**src/rtl/utp_pkg.sv**
```systemverilog
// Shared types and constants for the UTF-8 typographic to ASCII converter.
package utp_pkg;

  // Decoder phase: how much of a multi-byte sequence has been seen.
  typedef enum logic [2:0] {
    PH_IDLE  = 3'd0,
    PH_E2    = 3'd1,
    PH_E2_80 = 3'd2,
    PH_E2_88 = 3'd3,
    PH_C2    = 3'd4,
    PH_SKIP  = 3'd5
  } phase_t;

  // One decoded token: a single character, or the three-dot expansion.
  typedef struct packed {
    logic [6:0] ch;
    logic       triple;
  } tok_t;

  localparam logic [7:0] BYTE_E2     = 8'hE2;
  localparam logic [7:0] BYTE_C2     = 8'hC2;
  localparam logic [7:0] BYTE_80     = 8'h80;
  localparam logic [7:0] BYTE_88     = 8'h88;
  localparam logic [7:0] BYTE_92     = 8'h92;
  localparam logic [7:0] BYTE_93     = 8'h93;
  localparam logic [7:0] BYTE_94     = 8'h94;
  localparam logic [7:0] BYTE_98     = 8'h98;
  localparam logic [7:0] BYTE_99     = 8'h99;
  localparam logic [7:0] BYTE_9C     = 8'h9C;
  localparam logic [7:0] BYTE_9D     = 8'h9D;
  localparam logic [7:0] BYTE_A0     = 8'hA0;
  localparam logic [7:0] BYTE_A6     = 8'hA6;

  localparam logic [6:0] CHAR_APOS   = 7'h27;
  localparam logic [6:0] CHAR_QUOTE  = 7'h22;
  localparam logic [6:0] CHAR_DASH   = 7'h2D;
  localparam logic [6:0] CHAR_DOT    = 7'h2E;
  localparam logic [6:0] CHAR_SPACE  = 7'h20;

endpackage

```
**src/rtl/utp_if.sv**
```systemverilog
// Valid/ready channel interfaces for the byte input and the character output.
interface utp_byte_if;
  logic       valid;
  logic       ready;
  logic [7:0] in_byte;
  logic       in_last;

  modport source (output valid, output in_byte, output in_last, input ready);
  modport sink   (input valid, input in_byte, input in_last, output ready);
endinterface

interface utp_char_if;
  logic       valid;
  logic       ready;
  logic [6:0] out_char;
  logic       run_end;

  modport source (output valid, output out_char, output run_end, input ready);
  modport sink   (input valid, input out_char, input run_end, output ready);
endinterface

```
**src/rtl/utp_front.sv**
```systemverilog
// Front end: tracks the UTF-8 decode phase and turns each byte into a token or nothing.
module utp_front (
  input  logic           clk,
  input  logic           rst,
  utp_byte_if.sink       utf8,
  output logic           tok_valid,
  input  logic           tok_ready,
  output utp_pkg::tok_t  tok
);

  utp_pkg::phase_t phase;
  utp_pkg::phase_t phase_next;
  utp_pkg::phase_t start_phase;
  logic            start_emit;
  logic            is_cont;
  logic            emit;
  logic [7:0]      b;
  logic            accept;

  assign b         = utf8.in_byte;
  assign is_cont   = (b[7:6] == 2'b10);
  assign utf8.ready = tok_ready;
  assign accept    = utf8.valid && tok_ready;
  assign tok_valid = utf8.valid && emit;

  // Handling of a byte with no sequence pending.
  always_comb begin
    start_emit  = 1'b0;
    start_phase = utp_pkg::PH_SKIP;
    if (!b[7]) begin
      start_emit  = 1'b1;
      start_phase = utp_pkg::PH_IDLE;
    end else if (b == utp_pkg::BYTE_E2) begin
      start_phase = utp_pkg::PH_E2;
    end else if (b == utp_pkg::BYTE_C2) begin
      start_phase = utp_pkg::PH_C2;
    end
  end

  always_comb begin
    emit       = 1'b0;
    tok.ch     = b[6:0];
    tok.triple = 1'b0;
    phase_next = phase;
    case (phase)
      utp_pkg::PH_E2: begin
        if (b == utp_pkg::BYTE_80) begin
          phase_next = utp_pkg::PH_E2_80;
        end else if (b == utp_pkg::BYTE_88) begin
          phase_next = utp_pkg::PH_E2_88;
        end else if (is_cont) begin
          phase_next = utp_pkg::PH_SKIP;
        end else begin
          emit       = start_emit;
          phase_next = start_phase;
        end
      end
      utp_pkg::PH_E2_80: begin
        phase_next = utp_pkg::PH_IDLE;
        if (b == utp_pkg::BYTE_98 || b == utp_pkg::BYTE_99) begin
          emit   = 1'b1;
          tok.ch = utp_pkg::CHAR_APOS;
        end else if (b == utp_pkg::BYTE_9C || b == utp_pkg::BYTE_9D) begin
          emit   = 1'b1;
          tok.ch = utp_pkg::CHAR_QUOTE;
        end else if (b == utp_pkg::BYTE_93 || b == utp_pkg::BYTE_94) begin
          emit   = 1'b1;
          tok.ch = utp_pkg::CHAR_DASH;
        end else if (b == utp_pkg::BYTE_A6) begin
          emit       = 1'b1;
          tok.ch     = utp_pkg::CHAR_DOT;
          tok.triple = 1'b1;
        end else if (is_cont) begin
          phase_next = utp_pkg::PH_SKIP;
        end else begin
          emit       = start_emit;
          phase_next = start_phase;
        end
      end
      utp_pkg::PH_E2_88: begin
        if (b == utp_pkg::BYTE_92) begin
          emit       = 1'b1;
          tok.ch     = utp_pkg::CHAR_DASH;
          phase_next = utp_pkg::PH_IDLE;
        end else if (is_cont) begin
          phase_next = utp_pkg::PH_SKIP;
        end else begin
          emit       = start_emit;
          phase_next = start_phase;
        end
      end
      utp_pkg::PH_C2: begin
        if (b == utp_pkg::BYTE_A0) begin
          emit       = 1'b1;
          tok.ch     = utp_pkg::CHAR_SPACE;
          phase_next = utp_pkg::PH_IDLE;
        end else if (is_cont) begin
          phase_next = utp_pkg::PH_SKIP;
        end else begin
          emit       = start_emit;
          phase_next = start_phase;
        end
      end
      utp_pkg::PH_SKIP: begin
        if (!is_cont) begin
          emit       = start_emit;
          phase_next = start_phase;
        end
      end
      default: begin
        emit       = start_emit;
        phase_next = start_phase;
      end
    endcase
    // The end of a string abandons any partial sequence.
    if (utf8.in_last) begin
      phase_next = utp_pkg::PH_IDLE;
    end
  end

  always_ff @(posedge clk) begin
    if (rst) begin
      phase <= utp_pkg::PH_IDLE;
    end else if (accept) begin
      phase <= phase_next;
    end
  end

endmodule

```
**src/rtl/utp_queue.sv**
```systemverilog
// Small token FIFO that decouples the decoder from the character expander.
module utp_queue #(
  parameter int DEPTH = 4
) (
  input  logic          clk,
  input  logic          rst,
  input  logic          push_valid,
  output logic          push_ready,
  input  utp_pkg::tok_t push_tok,
  output logic          pop_valid,
  input  logic          pop_ready,
  output utp_pkg::tok_t pop_tok
);

  localparam int PW = (DEPTH > 1) ? $clog2(DEPTH) : 1;
  localparam int CW = $clog2(DEPTH + 1);
  localparam logic [PW-1:0] LAST_PTR = PW'(DEPTH - 1);
  localparam logic [CW-1:0] FULL_CNT = CW'(DEPTH);

  utp_pkg::tok_t mem [DEPTH];
  logic [PW-1:0] wr_ptr;
  logic [PW-1:0] rd_ptr;
  logic [CW-1:0] count;
  logic          push;
  logic          pop;

  assign push_ready = (count != FULL_CNT);
  assign pop_valid  = (count != '0);
  assign pop_tok    = mem[rd_ptr];
  assign push       = push_valid && push_ready;
  assign pop        = pop_valid && pop_ready;

  always_ff @(posedge clk) begin
    if (push) begin
      mem[wr_ptr] <= push_tok;
    end
  end

  always_ff @(posedge clk) begin
    if (rst) begin
      wr_ptr <= '0;
      rd_ptr <= '0;
      count  <= '0;
    end else begin
      if (push) begin
        wr_ptr <= (wr_ptr == LAST_PTR) ? '0 : wr_ptr + 1'b1;
      end
      if (pop) begin
        rd_ptr <= (rd_ptr == LAST_PTR) ? '0 : rd_ptr + 1'b1;
      end
      if (push && !pop) begin
        count <= count + 1'b1;
      end else if (pop && !push) begin
        count <= count - 1'b1;
      end
    end
  end

endmodule

```
**src/rtl/utp_back.sv**
```systemverilog
// Back end: expands tokens into characters and holds them in the output register.
module utp_back (
  input  logic          clk,
  input  logic          rst,
  input  logic          tok_valid,
  output logic          tok_ready,
  input  utp_pkg::tok_t tok,
  utp_char_if.source    ascii
);

  logic       out_valid;
  logic [6:0] out_char;
  logic       run_end;
  logic [1:0] dots_left;
  logic       load;

  assign load        = !out_valid || ascii.ready;
  assign tok_ready   = load && (dots_left == 2'd0);
  assign ascii.valid    = out_valid;
  assign ascii.out_char = out_char;
  assign ascii.run_end  = run_end;

  always_ff @(posedge clk) begin
    if (rst) begin
      out_valid <= 1'b0;
      dots_left <= 2'd0;
    end else if (load) begin
      if (dots_left != 2'd0) begin
        out_valid <= 1'b1;
        dots_left <= dots_left - 2'd1;
      end else if (tok_valid) begin
        out_valid <= 1'b1;
        dots_left <= tok.triple ? 2'd2 : 2'd0;
      end else begin
        out_valid <= 1'b0;
      end
    end
  end

  always_ff @(posedge clk) begin
    if (load) begin
      if (dots_left != 2'd0) begin
        out_char <= utp_pkg::CHAR_DOT;
        run_end  <= (dots_left == 2'd1);
      end else if (tok_valid) begin
        out_char <= tok.ch;
        run_end  <= !tok.triple;
      end
    end
  end

endmodule

```
**src/rtl/utf8_typographic_to_ascii.sv**
```systemverilog
// Top level of the UTF-8 typographic to ASCII converter.
//
// The utf8 channel takes one byte of UTF-8 text per transfer, with in_last set
// on the final byte of a string. The ascii channel returns plain characters,
// with run_end set on the last character that one input byte produced.
// ASCII bytes pass straight through; curly quotes, dashes, the minus sign, the
// non-breaking space and the ellipsis become their plain forms; any other
// non-ASCII sequence is dropped, and a partial sequence at the end of a string
// produces nothing.
// The front decoder accepts one byte per cycle whenever the token queue has
// room, so throughput is one byte per cycle. An accepted byte passes through
// the token queue, then the output register, before its first character reaches
// the ascii channel. An ellipsis produces three characters, and the token queue
// absorbs the extra ones. Because an ellipsis arrives as three input bytes, even
// a long run of them keeps the input at one byte per cycle while the receiver is
// ready. When the receiver stalls, the output register holds its character, the
// queue fills, and utf8.ready drops once it is full. Reset empties the queue and
// the output register and returns the decoder to its idle phase.
module utf8_typographic_to_ascii #(
  parameter int QUEUE_DEPTH = 4
) (
  input  logic       clk,
  input  logic       rst,
  utp_byte_if.sink   utf8,
  utp_char_if.source ascii
);

  // Tokens from the decoder into the queue.
  logic          f_valid;
  logic          f_ready;
  utp_pkg::tok_t f_tok;

  // Tokens from the queue into the expander.
  logic          b_valid;
  logic          b_ready;
  utp_pkg::tok_t b_tok;

  utp_front u_front (
    .clk       (clk),
    .rst       (rst),
    .utf8      (utf8),
    .tok_valid (f_valid),
    .tok_ready (f_ready),
    .tok       (f_tok)
  );

  utp_queue #(
    .DEPTH (QUEUE_DEPTH)
  ) u_queue (
    .clk        (clk),
    .rst        (rst),
    .push_valid (f_valid),
    .push_ready (f_ready),
    .push_tok   (f_tok),
    .pop_valid  (b_valid),
    .pop_ready  (b_ready),
    .pop_tok    (b_tok)
  );

  utp_back u_back (
    .clk       (clk),
    .rst       (rst),
    .tok_valid (b_valid),
    .tok_ready (b_ready),
    .tok       (b_tok),
    .ascii     (ascii)
  );

endmodule

```
**src/flat_wrapper.sv**
```systemverilog
// flat-port wrapper written by rule: the top's interface ports become plain ports
module utf8_typographic_to_ascii_flat 
#(
  parameter int QUEUE_DEPTH = 4
)
  (clk, rst, utf8_valid, utf8_in_byte, utf8_in_last, utf8_ready, ascii_valid, ascii_out_char, ascii_run_end, ascii_ready);
  utp_byte_if utf8_i ();
  utp_char_if ascii_i ();
  input  logic clk;
  input  logic rst;
  input wire logic [$bits(utf8_i.valid)-1:0] utf8_valid;
  input wire logic [$bits(utf8_i.in_byte)-1:0] utf8_in_byte;
  input wire logic [$bits(utf8_i.in_last)-1:0] utf8_in_last;
  output wire logic [$bits(utf8_i.ready)-1:0] utf8_ready;
  output wire logic [$bits(ascii_i.valid)-1:0] ascii_valid;
  output wire logic [$bits(ascii_i.out_char)-1:0] ascii_out_char;
  output wire logic [$bits(ascii_i.run_end)-1:0] ascii_run_end;
  input wire logic [$bits(ascii_i.ready)-1:0] ascii_ready;
  assign utf8_i.valid = utf8_valid;
  assign utf8_i.in_byte = utf8_in_byte;
  assign utf8_i.in_last = utf8_in_last;
  assign utf8_ready = utf8_i.ready;
  assign ascii_valid = ascii_i.valid;
  assign ascii_out_char = ascii_i.out_char;
  assign ascii_run_end = ascii_i.run_end;
  assign ascii_i.ready = ascii_ready;
  utf8_typographic_to_ascii #(.QUEUE_DEPTH(QUEUE_DEPTH)) u_core (.clk(clk), .rst(rst), .utf8(utf8_i), .ascii(ascii_i));
endmodule
```
**config.mk**
```make
export PLATFORM = sky130hd
export DESIGN_NAME = utf8_typographic_to_ascii_flat
export DESIGN_NICKNAME = d
export VERILOG_FILES = /design/src/rtl/utp_pkg.sv /design/src/rtl/utp_if.sv /design/src/rtl/utp_front.sv /design/src/rtl/utp_queue.sv /design/src/rtl/utp_back.sv /design/src/rtl/utf8_typographic_to_ascii.sv /design/src/flat_wrapper.sv
export SDC_FILE = /design/constraint.sdc
export NUM_CORES = 1
export LEC_CHECK = 0
export BUFFER_PORTS_ARGS = -buffer_cell sky130_fd_sc_hd__buf_2
export CELL_PAD_IN_SITES_DETAIL_PLACEMENT = 1
export CELL_PAD_IN_SITES_GLOBAL_PLACEMENT = 2
export CORE_AREA = 5 5 91 93
export CTS_CLUSTER_SIZE = 10
export DETAILED_ROUTE_END_ITERATION = 10
export DIE_AREA = 0 0 96 98
export PLACE_DENSITY = 0.82
export REMOVE_ABC_BUFFERS = 1
export SYNTH_ARGS = -nofsm -noshare
export SYNTH_HDL_FRONTEND = slang
export SYNTH_HIERARCHICAL = 1
export SYNTH_SLANG_ARGS = --single-unit
```
**constraint.sdc**
```tcl
create_clock -name clk -period 3.5 [get_ports clk]
set_clock_uncertainty 0.15 [all_clocks]
set_input_delay 0.7 -clock clk [delete_from_list [all_inputs] [get_ports clk]]
set_output_delay 0.7 -clock clk [all_outputs]
set_load 0.02 [all_outputs]
```
# --- Word-level counts from Yosys, hierarchy flattened ---
# Memory sizes are Yosys's and may differ from the RTL's. A register that Yosys moved wholly into a read port is not among the register bits.
# Cells that the tools add are included.
# Widths: inputs -> output; s select.
word_totals:
  ff_bits: 21
  latchBits: 0
  ram_bits: 32
  mem_bits_ro: 0
  out_inout_bits: 10
  elab_cells: 113
  n_memories: 1
mem_list:
  columns: ["name", "words", "word_bits", "rd", "rd_ports_with_merged_regs", "wr", "line_no", "rtl"]
  rows:
  - ["u_core.u_queue.mem", 4, 8, 1, 1, 1, "utp_queue.sv:20", "utp_pkg::tok_t mem [DEPTH];"]
classes:
  n_addsub: 5
  mul: 0
  div_mod_pow: 0
  order_cmp: 0
  n_eq_ne: 24
  n_shift: 0
  muxes: 53
  n_bitwise: 0
  n_reduce_logical: 22
op_table:
  columns: ["op", "count"]
  rows:
  - ["$eq 8x8->1 const B", 13]
  - ["$mux 3", 15]
  - ["$mux 7", 6]
  - ["$mux 1", 21]
  - ["$pmux 7 s3", 1]
  - ["$pmux 3 s5", 1]
  - ["$mux 2", 7]
  - ["$mux 8", 1]
  - ["$logic_and 1x1->1", 7]
  - ["$eq 2x2->1 const B", 3]
  - ["$eq 3x2->1 const B", 2]
  - ["$eq 3x3->1 const B", 2]
  - ["$ne 3x3->1 const B", 2]
  - ["$reduce_bool 2->1", 3]
  - ["$pmux 1 s5", 1]
  - ["$add 2x1->2 const B", 2]
  - ["$logic_not 1->1", 4]
  - ["$logic_or 1x1->1", 4]
  - ["$reduce_and 2->1", 2]
  - ["$add 3x1->3 const B", 1]
  - ["$eq 3x1->1 const B", 1]
  - ["$reduce_bool 3->1", 1]
  - ["$sub 3x1->3 const B", 1]
  - ["$eq 2x1->1 const B", 1]
  - ["2 further kinds", 2]

# --- Logic depth before layout (Yosys ltp) ---
depth:
  word_depth: 13
  mapped_depth: 12
  ltp_nobuf: 12

# --- Modules after synthesis ---
# The synthesis kept the hierarchy.
modules_own_cells:
  columns: ["mod", "instances", "cells_per_inst", "area_per_inst_um2", "seq_area_each_um2"]
  rows:
  - ["utp_queue", 1, 90, 1634.1, 1141.1]
  - ["utp_front", 1, 74, 540.5, 60.1]
  - ["utp_back", 1, 35, 442.9, 300.3]

# --- Worst setup path before layout ---
# No wires, ideal clock.
synth_timing:
  path_type: "input -> register"
  startpoint: "input port utf8_in_byte[2]"
  endpoint: "register u_core.u_queue.count[2]"
  setup_time_ps: 70
  arrival_time_ps: 3102
  setup_slack_ps: 178
  stages: 12
  path_buffers: 1
  cell_sequence: "buf_4 > and3b_2 > o211ai_2 > a21oi_2 > o31a_1 > and2_4 > ha_1 > inv_1 > fa_1 > xor2_1 > or3_2 > a21oi_1"
synth_via:
  elab_chain_len: 11
synth_lines:
  columns: ["element", "line_no", "rtl"]
  rows:
  - ["start, declared", "flat_wrapper.sv:12", "input wire logic [$bits(utf8_i.in_byte)-1:0] utf8_in_byte;"]
  - ["$eq 8x8->1, on equally long branches", "utp_front.sv:69, utp_front.sv:66", null]
  - ["$mux 1 / $logic_or 1x1->1 (equally long branches)", "utp_front.sv:69, utp_front.sv:66", null]
  - ["$mux 1", "utp_front.sv:66", "end else if (b == utp_pkg::BYTE_93 || b == utp_pkg::BYTE_94) begin"]
  - ["$mux 1", "utp_front.sv:63", "end else if (b == utp_pkg::BYTE_9C || b == utp_pkg::BYTE_9D) begin"]
  - ["$mux 1", "utp_front.sv:60", "if (b == utp_pkg::BYTE_98 || b == utp_pkg::BYTE_99) begin"]
  - ["$pmux 1 s5 *", "utp_front.sv:45", "case (phase)"]
  - ["$logic_and 1x1->1 *", "utp_front.sv:24", "assign tok_valid = utf8.valid && emit;"]
  - ["named net u_core.f_valid", "utf8_typographic_to_ascii.sv:29", "logic f_valid;"]
  - ["$logic_and 1x1->1 *", "utp_queue.sv:30", "assign push = push_valid && push_ready;"]
  - ["named net u_core.u_queue.push", "utp_queue.sv:24", "logic push;"]
  - ["$logic_not 1->1", "utp_queue.sv:53", "end else if (pop && !push) begin"]
  - ["$logic_and 1x1->1", "utp_queue.sv:53", null]
  - ["$reduce_bool 2->1 (no source line)", null, null]
  - ["end signal, assigned", "utp_queue.sv:52", "count <= count + 1'b1;"]
  - ["end signal, assigned", "utp_queue.sv:54", "count <= count - 1'b1;"]
  - ["end, declared", "utp_queue.sv:23", "logic [CW-1:0] count;"]
# Mark *: on every way through the listed nets, which the timed path passes. The rest lies on a longest branch.
# A chain may end at the register's enable or synchronous reset.

# --- Worst setup path after layout ---
layout_timing:
  startpoint: "input port utf8_in_byte[6]"
  endpoint: "register u_core.u_queue.count[2]"
layout_via:
  elab_chain_len: 12
layout_lines:
  columns: ["element", "line_no", "rtl"]
  rows:
  - ["$eq 2x2->1", "utp_front.sv:21", "assign is_cont = (b[7:6] == 2'b10);"]
  - ["$mux 1", null, null]
  - ["$mux 1", "utp_front.sv:69", "end else if (b == utp_pkg::BYTE_A6) begin"]
  - ["$mux 1", "utp_front.sv:66", null]
  - ["$mux 1", "utp_front.sv:63", null]
  - ["$mux 1", "utp_front.sv:60", null]
  - ["$pmux 1 s5 *", "utp_front.sv:45", null]
  - ["$logic_and 1x1->1 *", "utp_front.sv:24", null]
  - ["named net u_core.f_valid", "utf8_typographic_to_ascii.sv:29", null]
  - ["$logic_and 1x1->1 *", "utp_queue.sv:30", null]
  - ["named net u_core.u_queue.push", "utp_queue.sv:24", null]
  - ["$logic_not 1->1", "utp_queue.sv:53", null]
  - ["$logic_and 1x1->1", "utp_queue.sv:53", null]
  - ["$reduce_bool 2->1 (no source line)", null, null]
# Marked as above.

==> flow_summary.yaml <==
run_status:
  status: "finished, final reports clean"
drt:
  wl_per_cell_um: 15.6
  drtPass1Iterations: 4
  vias: 1714
  drtIter0Drc: 71
  ant_nets: 0
  drc: 0
  routed_wl_mm: 5.23
  vias_per_cell: 5.12
floorplanning:
  core_area_um2: 7450
  fp.dieW_um: 96
  rows: 32
  dieArea_um2: 9410
  ios: 23
  die_y_um: 98
  start_util: 0.351
timing:
  fin_setup_tns_ns: 0
  slew_viol_final: 0
  min_period_ns: 3.19
  timing.final.hold_violations: 0
  rsz0062_at_grt: "no"
  setup_viol: 0
  worst_pin_slew_ns: 0.697
  relSlewSlack: 0.535
  fmax_mhz: 313
  period_share: 0.912
setup_path:
  crit_path_max_fanout: 6
  critical_path_class: "in2reg"
  worstPathArrival_ns: 3.29
  end_kind: "flop"
  crit_required_ns: 3.60
  cp_slowest_cell: "fa_1"
  path_cells: "buf_2, and4bb_4, o211ai_2, a21oi_2, o31a_1, and2_4, ha_1, inv_1, fa_1, xor2_1, or3_2, a21oi_1"
  r2r_slack_ns: 0.37
  cp-start-kind: "input pin"
  slowest_delay_ns: 0.44
finish:
  n_antenna_cell: 0
  fin_util: 0.402
  layout-drive-gt1-share: 0.309
  area_growth_pct: 14.3
  final_area_um2: 2990
  nets: 252
  layout.cells.non_filler: 335
clock_network:
  post_cts_buffers: 0
  cts_tree: "yes"
  hold_buffers: 0
  clock-sinks: 55
  numCtsBuffers: 5
  clk_latency_ns: 0.31
  htree_levels: 2
  root_buffer: "clkbuf_8"
  cts_buffer_depth: 2
  cts_resized: 0
  path_clk_slew_ns: 0.11
yosys:
  synth-adder-area-share: 0.0363
  yosys_warnings: 6
  ys_seq_area_frac: 0.574
  yosys.cell_types.count: 50
  ys_ff_latch: 55
  synth.avg_cell_area_um2: 13.2
  synth_edf_count: 40
  ys_async_sr_fraction: 0
  synth_cells: 199
  ys.flop_type: "edfxtp_1"
  synth_top_family_by_area: "simple AND/OR/NAND/NOR gates"
  synth_mux_area_frac: 0.0841
  synthSimpleGateAreaFrac: 0.183
  netlist_area_um2: 2620
  synth-xor-area-share: 0.0100
  synth_compound_area_frac: 0.0798
pwr:
  seqPwrFrac: 0.498
  power_switching_mw: 0.623
  clock_power_share: 0.188
  internal_power_mw: 1.28
  pwr-share-comb: 0.315
  cellPowerDensity_nw_per_um2: 635
  swShare: 0.328
  ir_drop_uv: 174
  p_leak_nw: 1.06
placement:
  hpwl_mm: 4.00
  routabilityCongestion: 0.836
  place_inst: 327
  place_area_um2: 2900
  port_buffers: 22
grt:
  grt_pass1_vias: 1804
  grt_pass1_wl_mm: 8.69
  grt_start_max_net_pins: 19
  grt_usage: 0.119
  antenna_found_initial: 0
  gr-total-overflow: 0
worst_hold_path:
  min_path_type: "reg2reg"
flow_run:
  drv_cap: 0
## synth_stat cells (2+ instances only)
master	n	area share
or3_2	5	0.014
nand2b_1	4	0.0096
or3b_1	2	0.0067
a32o_1	2	0.0076
edfxtp_1	40	0.46
o22ai_1	2	0.0048
nor3b_1	2	0.0057
nand3_1	5	0.0096
ha_1	6	0.029
buf_2	2	0.0038
nand2_1	6	0.0086
nor4_1	2	0.0048
xor2_1	3	0.010
a21oi_1	12	0.023
nand3_2	2	0.0076
and3_2	4	0.011
mux4_2	8	0.069
mux2i_1	4	0.015
buf_4	2	0.0057
or3_1	5	0.012
nand4_1	4	0.0096
a21oi_2	2	0.0067
inv_1	9	0.013
dfxtp_1	15	0.11
clkbuf_1	2	0.0029
o21ai_0	5	0.0096
nor2b_1	3	0.0072
nand4b_1	2	0.0067
nor2_1	13	0.019
nor3_1	4	0.0076
and2_1	3	0.0072
## stage by stage
| stage | setup WS, ns | hold slack [ns] | total power, mW |
|---|---|---|---|
| after global placement | 0.0684 | 0.339 | 1.55 |
| final | 0.309 | 0.367 | 1.90 |
| after global routing | 0.0970 | 0.414 | 2.04 |
| after floorplan | 0.183 | 0.306 | 1.38 |
| after detailed placement | -0.0264 | 0.360 | 1.58 |
| after CTS | 0.291 | 0.382 | 1.93 |
## power groups by stage
| stage | registers, mW | logic [mW] | clock network (mW) |
|---|---|---|---|
| after floorplan | 1.01 | 0.371 | 0 |
| after global placement | 0.960 | 0.590 | 0 |
| after detailed placement | 0.966 | 0.609 | 0 |
| after CTS | 0.951 | 0.612 | 0.371 |
| after global routing | 0.968 | 0.666 | 0.406 |
| final | 0.946 | 0.597 | 0.356 |
## path summary, 6_finish.rpt
path	startpoint	to	cells after the start
worst max-delay path	utf8_in_byte[6]	u_core/u_queue/count[2]	12
worst min register to register	u_core/u_queue/rd_ptr[0]	u_core/u_queue/rd_ptr[0]	2
worst max register to register	u_core/u_front/phase[2]	u_core/u_queue/count[2]	11
worst min-delay path	u_core/u_queue/rd_ptr[0]	u_core/u_queue/rd_ptr[0]	2
## kinds of logic after synthesis
| logic type | count (synthesis) |
|---|---|
| compound gates | 30 |
| xor+xnor | 3 |
| fa+ha+maj | 7 |
| buf+inv | 18 |
| flops | 55 |
| mux | 12 |
| simple gates | 74 |
## worst max-delay path, delay by kind of cell
| kind | cells | cell delay (ns) |
|---|---|---|
| buffers and inverters | 2 | 0.17 |
| xor gates and xnor gates | 1 | 0.18 |
| and+or+nand+nor | 3 | 0.95 |
| adders and majority gates | 2 | 0.60 |
| AOI/OAI and AO/OA | 4 | 0.70 |
## metal layers
layer  GRT usage  up-vias  wire, um  part of all wire
met4      0.0252        0        41            0.0078
met5           0        -         0                 0
met1       0.142      854      2180              0.42
met3      0.0300        4       184             0.035
met2       0.213       30      2820              0.54
li1            -      826         -                 -
## sequential cells by signal, summed over array words and instances (netlist names), named ones only
name and flops:
u_core/u_back/ascii.out_char 7, u_core/u_back/ascii.run_end 1, u_core/u_back/ascii.valid 1, u_core/u_back/dots_left 2
u_core/u_front/phase 3, u_core/u_queue/count 3, u_core/u_queue/mem 32, u_core/u_queue/rd_ptr 2
u_core/u_queue/wr_ptr 2
## cell type report
| class | instances | area [um2] |
|---|---|---|
| repair buffers | 35 | 208 |
| fillers | 817 | 4460 |
| multi-input cells | 126 | 1030 |
| inverters | 9 | 33.8 |
| clock inverters | 3 | 22.5 |
| flip-flops and latches | 55 | 1500 |
| well taps | 102 | 128 |
| clock buffers | 5 | 68.8 |
## placed cells by master (no fill, tap or decap), drive strengths merged, types with 3 or more instances in the layout
cell	instances
buf	35
a21oi	14
nand2	6
mux2i	4
mux4	8
inv	11
nor2b	3
nand2b	4
nor3b	4
and2	4
dfxtp	15
or3	10
o21ai	5
nor2	13
nand3	7
clkbuf	5
xor2	3
nor3	4
edfxtp	40
nand4	4
and3	4
ha	6
No activity file was read; power rests on OpenSTA's default activity.
